### src/rtl/dnv_pkg.sv
package dnv_pkg;

   // field and register widths
   localparam int BYTE_WIDTH      = 8;
   localparam int LENGTH_WIDTH    = 8;
   localparam int TOTAL_WIDTH     = 9;
   localparam int SEGMENT_WIDTH   = 2;
   localparam int CSR_INDEX_WIDTH = 8;

   // byte codes and limits
   localparam logic [BYTE_WIDTH-1:0]    DOT_BYTE    = 8'h2E;
   localparam logic [BYTE_WIDTH-1:0]    HYPHEN_BYTE = 8'h2D;
   localparam logic [SEGMENT_WIDTH-1:0] MIN_SEGMENT = 2'd3;
   localparam logic [TOTAL_WIDTH-1:0]   COUNT_SAT   = 9'd256;

   // register map
   localparam logic [CSR_INDEX_WIDTH-1:0] REG_MIN_NAME_LENGTH = 8'd0;
   localparam logic [CSR_INDEX_WIDTH-1:0] REG_MAX_NAME_LENGTH = 8'd1;
   localparam logic [LENGTH_WIDTH-1:0]    MIN_LENGTH_RESET    = 8'd3;
   localparam logic [LENGTH_WIDTH-1:0]    MAX_LENGTH_RESET    = 8'd16;

   // queue between classifier and checker
   localparam int QUEUE_DEPTH_DEFAULT = 4;

   // character classes found by the front end
   typedef enum logic [2:0] {
      CLS_LOWER,
      CLS_DIGIT,
      CLS_HYPHEN,
      CLS_DOT,
      CLS_OTHER
   } char_class_type;

   // one classified request
   typedef struct packed {
      char_class_type cls;
      logic           final_byte;
   } entry_type;

   // queue status seen by front and back
   typedef struct packed {
      logic not_empty;
      logic full;
   } queue_status_type;

endpackage

### src/rtl/dotted_name_validator.sv
// Path: the final byte passes through the queue behind any requests ahead of it,
// and its verdict is registered onto rsp_valid. Throughput: one byte per cycle
// unless req_stall is high; the checker retires one queued request a cycle unless
// a final byte waits behind a stalled verdict. Reset: synchronous, active high;
// clears the queue, name state and rsp_valid; sets the length bounds to 3 and 16.
module dotted_name_validator #(
   parameter int QUEUE_DEPTH = dnv_pkg::QUEUE_DEPTH_DEFAULT
) (
   input  logic                                clock,
   input  logic                                reset,
   input  logic                                req_valid,
   output logic                                req_stall,
   input  logic [dnv_pkg::BYTE_WIDTH-1:0]      req_name_byte,
   input  logic                                req_final_byte,
   output logic                                rsp_valid,
   input  logic                                rsp_stall,
   output logic                                rsp_name_valid,
   input  logic                                csr_valid,
   output logic                                csr_ready,
   input  logic [dnv_pkg::CSR_INDEX_WIDTH-1:0] csr_index,
   input  logic [dnv_pkg::LENGTH_WIDTH-1:0]    csr_data
);
   import dnv_pkg::*;

   logic [LENGTH_WIDTH-1:0] min_name_length_ff;
   logic [LENGTH_WIDTH-1:0] max_name_length_ff;
   queue_status_type        status;
   entry_type               push_entry;
   entry_type               head;
   logic                    push;
   logic                    pop;

   assign csr_ready = 1'b1;

   // write the length bounds; drop writes to unknown indexes
   always_ff @(posedge clock) begin
      if (reset) begin
         min_name_length_ff <= MIN_LENGTH_RESET;
         max_name_length_ff <= MAX_LENGTH_RESET;
      end else if (csr_valid && csr_ready) begin
         unique case (csr_index)
            REG_MIN_NAME_LENGTH: min_name_length_ff <= csr_data;
            REG_MAX_NAME_LENGTH: max_name_length_ff <= csr_data;
            default: ;
         endcase
      end
   end

   dnv_front u_front (
      .req_valid      (req_valid),
      .req_stall      (req_stall),
      .req_name_byte  (req_name_byte),
      .req_final_byte (req_final_byte),
      .status         (status),
      .push           (push),
      .push_entry     (push_entry)
   );

   dnv_queue #(
      .DEPTH (QUEUE_DEPTH)
   ) u_queue (
      .clock      (clock),
      .reset      (reset),
      .push       (push),
      .push_entry (push_entry),
      .pop        (pop),
      .head       (head),
      .status     (status)
   );

   dnv_back u_back (
      .clock           (clock),
      .reset           (reset),
      .head            (head),
      .status          (status),
      .pop             (pop),
      .min_name_length (min_name_length_ff),
      .max_name_length (max_name_length_ff),
      .rsp_valid       (rsp_valid),
      .rsp_stall       (rsp_stall),
      .rsp_name_valid  (rsp_name_valid)
   );

endmodule

### src/rtl/dnv_front.sv
module dnv_front (
   input  logic                            req_valid,
   output logic                            req_stall,
   input  logic [dnv_pkg::BYTE_WIDTH-1:0]  req_name_byte,
   input  logic                            req_final_byte,
   input  dnv_pkg::queue_status_type       status,
   output logic                            push,
   output dnv_pkg::entry_type              push_entry
);
   import dnv_pkg::*;

   // hold the request back while the queue is full
   assign req_stall = status.full;
   assign push      = req_valid && !status.full;

   // classify the byte
   always_comb begin
      push_entry.final_byte = req_final_byte;
      if (req_name_byte >= 8'h61 && req_name_byte <= 8'h7A) begin
         push_entry.cls = CLS_LOWER;
      end else if (req_name_byte >= 8'h30 && req_name_byte <= 8'h39) begin
         push_entry.cls = CLS_DIGIT;
      end else if (req_name_byte == HYPHEN_BYTE) begin
         push_entry.cls = CLS_HYPHEN;
      end else if (req_name_byte == DOT_BYTE) begin
         push_entry.cls = CLS_DOT;
      end else begin
         push_entry.cls = CLS_OTHER;
      end
   end

endmodule

### src/rtl/dnv_queue.sv
module dnv_queue #(
   parameter int DEPTH = dnv_pkg::QUEUE_DEPTH_DEFAULT
) (
   input  logic                       clock,
   input  logic                       reset,
   input  logic                       push,
   input  dnv_pkg::entry_type         push_entry,
   input  logic                       pop,
   output dnv_pkg::entry_type         head,
   output dnv_pkg::queue_status_type  status
);
   import dnv_pkg::*;

   localparam int PTR_WIDTH   = (DEPTH > 1) ? $clog2(DEPTH) : 1;
   localparam int COUNT_WIDTH = $clog2(DEPTH + 1);
   localparam logic [PTR_WIDTH-1:0]   LAST_PTR  = PTR_WIDTH'(DEPTH - 1);
   localparam logic [COUNT_WIDTH-1:0] FULL_CNT  = COUNT_WIDTH'(DEPTH);

   entry_type              store_ff [DEPTH];
   logic [PTR_WIDTH-1:0]   wr_ptr_ff, wr_ptr_in;
   logic [PTR_WIDTH-1:0]   rd_ptr_ff, rd_ptr_in;
   logic [COUNT_WIDTH-1:0] count_ff, count_in;

   assign status.not_empty = (count_ff != '0);
   assign status.full      = (count_ff == FULL_CNT);
   assign head             = store_ff[rd_ptr_ff];

   // advance pointers and count
   always_comb begin
      wr_ptr_in = wr_ptr_ff;
      rd_ptr_in = rd_ptr_ff;
      count_in  = count_ff;
      if (push) begin
         wr_ptr_in = (wr_ptr_ff == LAST_PTR) ? '0 : wr_ptr_ff + 1'b1;
      end
      if (pop) begin
         rd_ptr_in = (rd_ptr_ff == LAST_PTR) ? '0 : rd_ptr_ff + 1'b1;
      end
      if (push && !pop) begin
         count_in = count_ff + 1'b1;
      end else if (pop && !push) begin
         count_in = count_ff - 1'b1;
      end
   end

   always_ff @(posedge clock) begin
      if (reset) begin
         wr_ptr_ff <= '0;
         rd_ptr_ff <= '0;
         count_ff  <= '0;
      end else begin
         wr_ptr_ff <= wr_ptr_in;
         rd_ptr_ff <= rd_ptr_in;
         count_ff  <= count_in;
      end
   end

   // write the entry
   always_ff @(posedge clock) begin
      if (push) begin
         store_ff[wr_ptr_ff] <= push_entry;
      end
   end

endmodule

### src/rtl/dnv_back.sv
module dnv_back (
   input  logic                              clock,
   input  logic                              reset,
   input  dnv_pkg::entry_type                head,
   input  dnv_pkg::queue_status_type         status,
   output logic                              pop,
   input  logic [dnv_pkg::LENGTH_WIDTH-1:0]  min_name_length,
   input  logic [dnv_pkg::LENGTH_WIDTH-1:0]  max_name_length,
   output logic                              rsp_valid,
   input  logic                              rsp_stall,
   output logic                              rsp_name_valid
);
   import dnv_pkg::*;

   logic [TOTAL_WIDTH-1:0]   total_count_ff, total_count_in;
   logic [SEGMENT_WIDTH-1:0] segment_count_ff, segment_count_in;
   logic                     last_was_hyphen_ff, last_was_hyphen_in;
   logic                     failed_ff, failed_in;
   logic                     out_valid_ff, out_valid_in;
   logic                     out_name_valid_ff, out_name_valid_in;
   logic                     char_ok;
   logic                     name_failed;

   // take the head unless a verdict would overwrite one still waiting
   assign pop = status.not_empty &&
                (!head.final_byte || !out_valid_ff || !rsp_stall);

   assign rsp_valid      = out_valid_ff;
   assign rsp_name_valid = out_name_valid_ff;

   // update the name state for the popped request
   always_comb begin
      total_count_in     = total_count_ff;
      segment_count_in   = segment_count_ff;
      last_was_hyphen_in = last_was_hyphen_ff;
      failed_in          = failed_ff;
      name_failed        = failed_ff;
      char_ok            = 1'b0;
      out_valid_in       = out_valid_ff && rsp_stall;
      out_name_valid_in  = out_name_valid_ff;
      if (pop) begin
         if (total_count_ff < COUNT_SAT) begin
            total_count_in = total_count_ff + 1'b1;
         end
         if (head.cls == CLS_DOT) begin
            // close the segment
            if (segment_count_ff < MIN_SEGMENT || last_was_hyphen_ff) begin
               failed_in = 1'b1;
            end
            segment_count_in   = '0;
            last_was_hyphen_in = 1'b0;
         end else begin
            if (segment_count_ff == '0) begin
               char_ok = (head.cls == CLS_LOWER);
            end else begin
               char_ok = (head.cls == CLS_LOWER) || (head.cls == CLS_DIGIT) ||
                         (head.cls == CLS_HYPHEN);
            end
            if (!char_ok) begin
               failed_in = 1'b1;
            end
            last_was_hyphen_in = (head.cls == CLS_HYPHEN);
            if (segment_count_ff < MIN_SEGMENT) begin
               segment_count_in = segment_count_ff + 1'b1;
            end
         end
         if (head.final_byte) begin
            // close the last segment and check the length bounds
            name_failed = failed_in;
            if (segment_count_in < MIN_SEGMENT || last_was_hyphen_in) begin
               name_failed = 1'b1;
            end
            if (total_count_in < {1'b0, min_name_length} ||
                total_count_in > {1'b0, max_name_length}) begin
               name_failed = 1'b1;
            end
            out_valid_in       = 1'b1;
            out_name_valid_in  = !name_failed;
            total_count_in     = '0;
            segment_count_in   = '0;
            last_was_hyphen_in = 1'b0;
            failed_in          = 1'b0;
         end
      end
   end

   always_ff @(posedge clock) begin
      if (reset) begin
         total_count_ff     <= '0;
         segment_count_ff   <= '0;
         last_was_hyphen_ff <= 1'b0;
         failed_ff          <= 1'b0;
         out_valid_ff       <= 1'b0;
      end else begin
         total_count_ff     <= total_count_in;
         segment_count_ff   <= segment_count_in;
         last_was_hyphen_ff <= last_was_hyphen_in;
         failed_ff          <= failed_in;
         out_valid_ff       <= out_valid_in;
      end
   end

   // hold the verdict
   always_ff @(posedge clock) begin
      out_name_valid_ff <= out_name_valid_in;
   end

endmodule

### config.mk
export PLATFORM = sky130hd
export DESIGN_NAME = dotted_name_validator
export DESIGN_NICKNAME = d
export VERILOG_FILES = /design/src/rtl/dnv_pkg.sv /design/src/rtl/dotted_name_validator.sv /design/src/rtl/dnv_front.sv /design/src/rtl/dnv_queue.sv /design/src/rtl/dnv_back.sv
export SDC_FILE = /design/constraint.sdc
export NUM_CORES = 1
export LEC_CHECK = 0
export BUFFER_PORTS_ARGS = -buffer_cell sky130_fd_sc_hd__buf_2
export CORE_UTILIZATION = 25
export DETAILED_ROUTE_END_ITERATION = 8
export GPL_TIMING_DRIVEN = 0
export SLEW_MARGIN = 20
export SYNTH_ARGS = -nofsm -noshare
export SYNTH_HDL_FRONTEND = slang
export SYNTH_HIERARCHICAL = 1
export SYNTH_SLANG_ARGS = --single-unit
### constraint.sdc
create_clock -name clock -period 5.16 [get_ports clock]
set_clock_uncertainty 0.1 [all_clocks]
set_input_delay 1.032 -clock clock [delete_from_list [all_inputs] [get_ports clock]]
set_output_delay 1.032 -clock clock [all_outputs]
set_load 0.005 [all_outputs]
## After elaboration in Yosys (flattened, before gate mapping)

Memory sizes are Yosys's and may differ from the RTL's. A register that Yosys moved wholly into a read port is not among the register bits.
Index checks and enable logic that the tools add are counted.

- Order comparisons: 9
- $add $sub $neg: 6
- Equality and inequality tests: 9
- Multiplexer cells: 35
- Reduce and logical (&&, ||, !) cells: 29

Operators with widths:

| cell | number |
|---|---|
| 9-bit 2-to-1 mux | 3 |
| 1-bit 2-to-1 mux | 18 |
| 3-bit 2-to-1 mux | 6 |
| 8-bit by 6-bit == test with 1-bit output (second input constant) | 2 |
| 2-bit 2-to-1 mux | 8 |
| 9-bit by 1-bit adder with 9-bit output (second input constant) | 1 |
| 9-bit by 8-bit > comparator with 1-bit output | 1 |
| 9-bit by 8-bit less-than comparator with 1-bit output | 1 |
| 9-bit less-than comparator (second input constant) | 1 |
| 8-bit by 1-bit == test with 1-bit output (second input constant) | 1 |
| 8-bit by 6-bit >= comparator with 1-bit output (second input constant) | 1 |
| 8-bit by 7-bit >= comparator with 1-bit output (second input constant) | 1 |
| 8-bit by 6-bit less-or-equal comparator with 1-bit output (second input constant) | 1 |
| 8-bit by 7-bit less-or-equal comparator with 1-bit output (second input constant) | 1 |
| 8-bit zero test | 1 |
| 1-bit logical AND | 7 |
| 1-bit zero test | 7 |
| 1-bit logical OR | 7 |
| 2-bit by 1-bit adder with 2-bit output (second input constant) | 3 |
| 3-bit by 2-bit == test with 1-bit output (second input constant) | 2 |
| 2-bit AND reduction | 3 |
| 2-bit == test (second input constant) | 2 |
| 2-bit less-than comparator (second input constant) | 2 |
| 3-bit by 1-bit adder with 3-bit output (second input constant) | 1 |
| other kinds (7) | 7 |

- RAM bits: 16
- Register bits: 38
- Memories: 1
- Bits of input ports: 30
- Output and inout bits: 4

Memory list:

| name | depth | width | read ports | clocked after memory_dff | write ports | line | text |
|---|---|---|---|---|---|---|---|
| u_queue.store_ff | 4 | 4 | 1 | 1 | 1 | dnv_queue.sv:19 | `entry_type store_ff [DEPTH];` |

## Longest topological paths before layout

- Depth in word-level cells: 13
- Gate-level depth with buffers: 11

## Modules after synthesis

The synthesis kept the hierarchy.

Modules (own cells, without submodules):

| module | seq. area each (um^2) | area each (um^2) | instances | cells each |
|---|---|---|---|---|
| dnv_back | 310.3 | 1214.9 | 1 | 151 |
| dnv_queue | 660.6 | 1019.7 | 1 | 64 |
| dotted_name_validator | 320.3 | 740.7 | 1 | 72 |
| dnv_front | 0.0 | 125.1 | 1 | 20 |

## Worst setup path before layout

Ideal clock, no wire load.

- Path kind: input -> register
- Start point: in req_valid
- End point: reg u_queue.count_ff[2]
- Slack: 2.421 ns
- Path buffers: 0
- Cell stages on the path: 7
- Setup time: 0.070 ns
- Arrival time: 2.569 ns
- Cells stage by stage: nor2b_1 > ha_1 > inv_1 > fa_1 > xor2_1 > or3_1 > a21oi_1

- Word-level cells in the longest chain between the ends: 4

RTL lines:

| what | line | text |
|---|---|---|
| start: declaration | dotted_name_validator.sv:11 | `input logic req_valid,` |
| 1-bit logical AND * | dnv_front.sv:14 | `assign push = req_valid && !status.full;` |
| 1-bit zero test | dnv_queue.sv:41 | `end else if (pop && !push) begin` |
| 1-bit logical AND | dnv_queue.sv:41 |  |
| 2-bit nonzero test (no line) | - |  |
| end signal: assignment | dnv_queue.sv:54 | `count_ff <= count_in;` |
| end: declaration | dnv_queue.sv:22 | `logic [COUNT_WIDTH-1:0] count_ff, count_in;` |

Every way passes the cells marked *; elsewhere a longest branch is shown, timed or not.
A chain may end at the register's enable or synchronous reset.

==> summary.txt <==
Run status
  – Status: finished, final reports clean

Finish
  – Nets: 398
  – Non-Filler Instances: 514
  – Utilization after layout: 0.300
  – Post-route cell area: 0.00362 mm²
  – Layout cells sized above 1: 0.171
  – P&R area growth vs syn: 16.7%
  – Antenna Cells: 0

Global routing
  – Pin count of the biggest net entering global routing: 20
  – Tot GR Track Use: 0.102
  – Grt total ovfl: 0
  – Initial antenna violation count: 0
  – Vias in the first global route: 2,242
  – First-pass GRT wire length: 10.4 mm

CTS
  – CTS tree: done
  – Worst-Skew Late Latency: 0.29 ns
  – Post-cts repair resize count: 0
  – Clock sinks: 56
  – Cts bufs inserted: 5
  – Hold buffer count at cts: 0
  – Root Buffer: clkbuf_16
  – Post-CTS Setup Inserts: 0
  – CTS max path bufs: 2
  – H-tree depth: 2
  – Clock-pin slew on the worst setup and hold paths: 0.07 ns

Yosys
  – Compound-Gate Fraction of Synth Area: 0.117
  – Mean Syn Cell Area: 10.1 µm²
  – Sequential element share of the synthesized area: 0.416
  – Asr flop ratio synth: 0
  – Share of Yosys cell area claimed by the top area cell type: 0.252
  – Adder and majority gate portion of the synthesized area: 0.0952
  – Ys flop type: dfxtp_1
  – Synth Register Bits: 56
  – Post-synth top cells: 39 x dfxtp_1, 27 x nor2_1, 25 x inv_1
  – Synth Area in Simple Gates: 0.208
  – Area contributors post-synth: dfxtp_1 25%, edfxtp_1 16%, ha_1 8.9%
  – Largest family of logic cells by synthesized area: simple AND/OR/NAND/NOR gates
  – Cell taking the most area after synthesis: dfxtp_1
  – Synth Net Count: 360
  – Xor/xnor share of the synthesized area: 0.0254
  – Netlist cell types: 57
  – Most common cell in the netlist: dfxtp_1
  – Synth Instances: 307
  – Warnings from Yosys: 6
  – Mux cell area share after synthesis: 0.0900
  – Number of flops mapped to enable cells by yosys: 17
  – Synthesized area: 0.00310 mm²

Timing
  – Final hold viol count: 0
  – Fmax: 339 MHz
  – Fin crit period: 2.95 ns
  – Final WS setup: 2.21 ns
  – Final Cycle Share: 0.572
  – RSZ-0062 raised after global routing: false
  – Setup Viol. Count Final: 0
  – Hold WS: 0.348 ns
  – Slew Viols, Final: 0
  – Setup TNS: 0 ns

Power
  – Worst vdd ir: 170 µV
  – Pwr Density: 368 mW/mm²
  – Tot Pwr: 1.33 mW
  – Leak: 1.41 nW

Floorplan
  – Die X: 113 µm
  – Initial Utilization: 0.257
  – Die Area: 0.0129 mm²
  – CORE AREA: 0.0121 mm²
  – # IOs: 34
  – # rows: 40
  – Die Y: 113 µm

Detailed routing
  – Initial drt markers: 89
  – Vias: 2,314
  – Drt drc: 0
  – Post-route ant nets: 0
  – Routed len/inst: 12.2 µm
  – DR pass1 iterations: 4
  – Routed vias/inst: 4.50
  – Final wirelength: 6.26 mm

Placement
  – Pre-CTS setup slack: 2.17 ns
  – Port bufs: 31
  – Area post-placement: 0.00347 mm²
  – Placed Cells: 506
  – Post-DP HPWL: 4.78 mm
  – Gp weighted congestion: 0.770

Setup path
  – CP Capture Type: flip-flop
  – Max Fanout on Critical Path: 9
  – Worst Path Arrival: 3.08 ns
  – Reg2reg end: u_queue/count_ff[2]$_SDFFE_PP0P_
  – Worst Setup Path Type: flip-flop to flip-flop
  – Reg2Reg Depth: 11
  – CP Launch Type: flip-flop
  – R2R setup slack: 2.21 ns
  – CP required: 5.28 ns

Hold path
  – Worst Hold Path Cells: 2
  – Hold Startpoint: u_back/last_was_hyphen_ff$_SDFFE_PP0P_
  – Hold Crit Class: flip-flop to flip-flop
  – Hold worst-path end: u_back/last_was_hyphen_ff$_SDFFE_PP0P_

Job
  – Max-cap violation count: 0
-- placed cells by master (no fill, tap or decap), types with 5 or more instances in the layout --
| cell | count |
|---|---|
| nand4_1 | 8 |
| dfxtp_1 | 39 |
| mux2i_1 | 17 |
| nand2b_1 | 18 |
| ha_1 | 22 |
| nor2_1 | 27 |
| a21oi_1 | 20 |
| edfxtp_1 | 17 |
| nand2_1 | 11 |
| nand3_1 | 9 |
| buf_2 | 32 |
| o21ai_0 | 8 |
| clkbuf_16 | 5 |
| xor2_1 | 7 |
| inv_1 | 25 |
-- state kept, by name, indices dropped and copies added, names as in the netlist, 2 cells and up, named ones only --
register,count
min_name_length_ff,8
max_name_length_ff,8
u_queue/store_ff,16
u_back/segment_count_ff,2
u_queue/rd_ptr_ff,2
u_queue/wr_ptr_ff,2
u_queue/count_ff,3
u_back/total_count_ff,9
-- logic make-up (layout without fill, tap and decap cells) --
| family | count (synthesis) | count (layout) |
|---|---|---|
| muxes | 22 | 22 |
| and+or+nand+nor | 108 | 108 |
| xor gates and xnor gates | 9 | 9 |
| adders and majority gates | 23 | 23 |
| DFF | 56 | 56 |
| AOI/OAI and AO/OA | 55 | 55 |
| other | 1 | 1 |
| buffers and inverters | 33 | 72 |
-- layout make-up --
| cell class | count | area, µm² |
|---|---|---|
| Fill cell | 1239 | 8440 |
| Sequential cell | 56 | 1290 |
| Clock buffer | 5 | 125 |
| Multi-Input combinational cell | 218 | 1670 |
| Buffer | 8 | 50.0 |
| Clock inverter | 3 | 27.5 |
| Inverter | 25 | 93.8 |
| Tap cell | 168 | 210 |
| Timing Repair Buffer | 31 | 155 |
-- worst max-delay path by stage --
stage,from,endpoint,slack (ns),cells after the start
floorplan,req_valid,u_queue/count_ff[2]$_SDFFE_PP0P_,2.42,7
global placement,rsp_stall,u_queue/count_ff[2]$_SDFFE_PP0P_,2.21,11
detailed placement,req_valid,u_queue/count_ff[2]$_SDFFE_PP0P_,2.17,8
CTS,flip-flop,u_queue/count_ff[2]$_SDFFE_PP0P_,2.20,11
global route,flip-flop,u_queue/count_ff[2]$_SDFFE_PP0P_,2.03,11
finish,flip-flop,u_queue/count_ff[2]$_SDFFE_PP0P_,2.21,11
-- where the power goes --
group,internal (mW),switching (mW)
logic,0.185,0.231
clock network,0.185,0.167
registers,0.513,0.0527
total,0.882,0.450
-- routing by layer --
layer,global-route usage,up-vias,wire length [µm]
met1,0.124,1102,2930
met2,0.183,26,3120
met3,0.0145,9,120
met5,0,-,0
met4,0.0342,0,84
li1,-,1177,-
-- critical path, stage by stage (launching register included) --
cell and delay [ns]:
dfxtp_1 0.47, mux4_1 0.76, nand3_1 0.18, nand2_1 0.10, inv_1 0.19, inv_1 0.10
ha_1 0.21, inv_1 0.07, fa_1 0.17, xor2_1 0.07, or3_1 0.31, a21oi_1 0.15
Note: power is estimated with default switching activity, not from simulation.
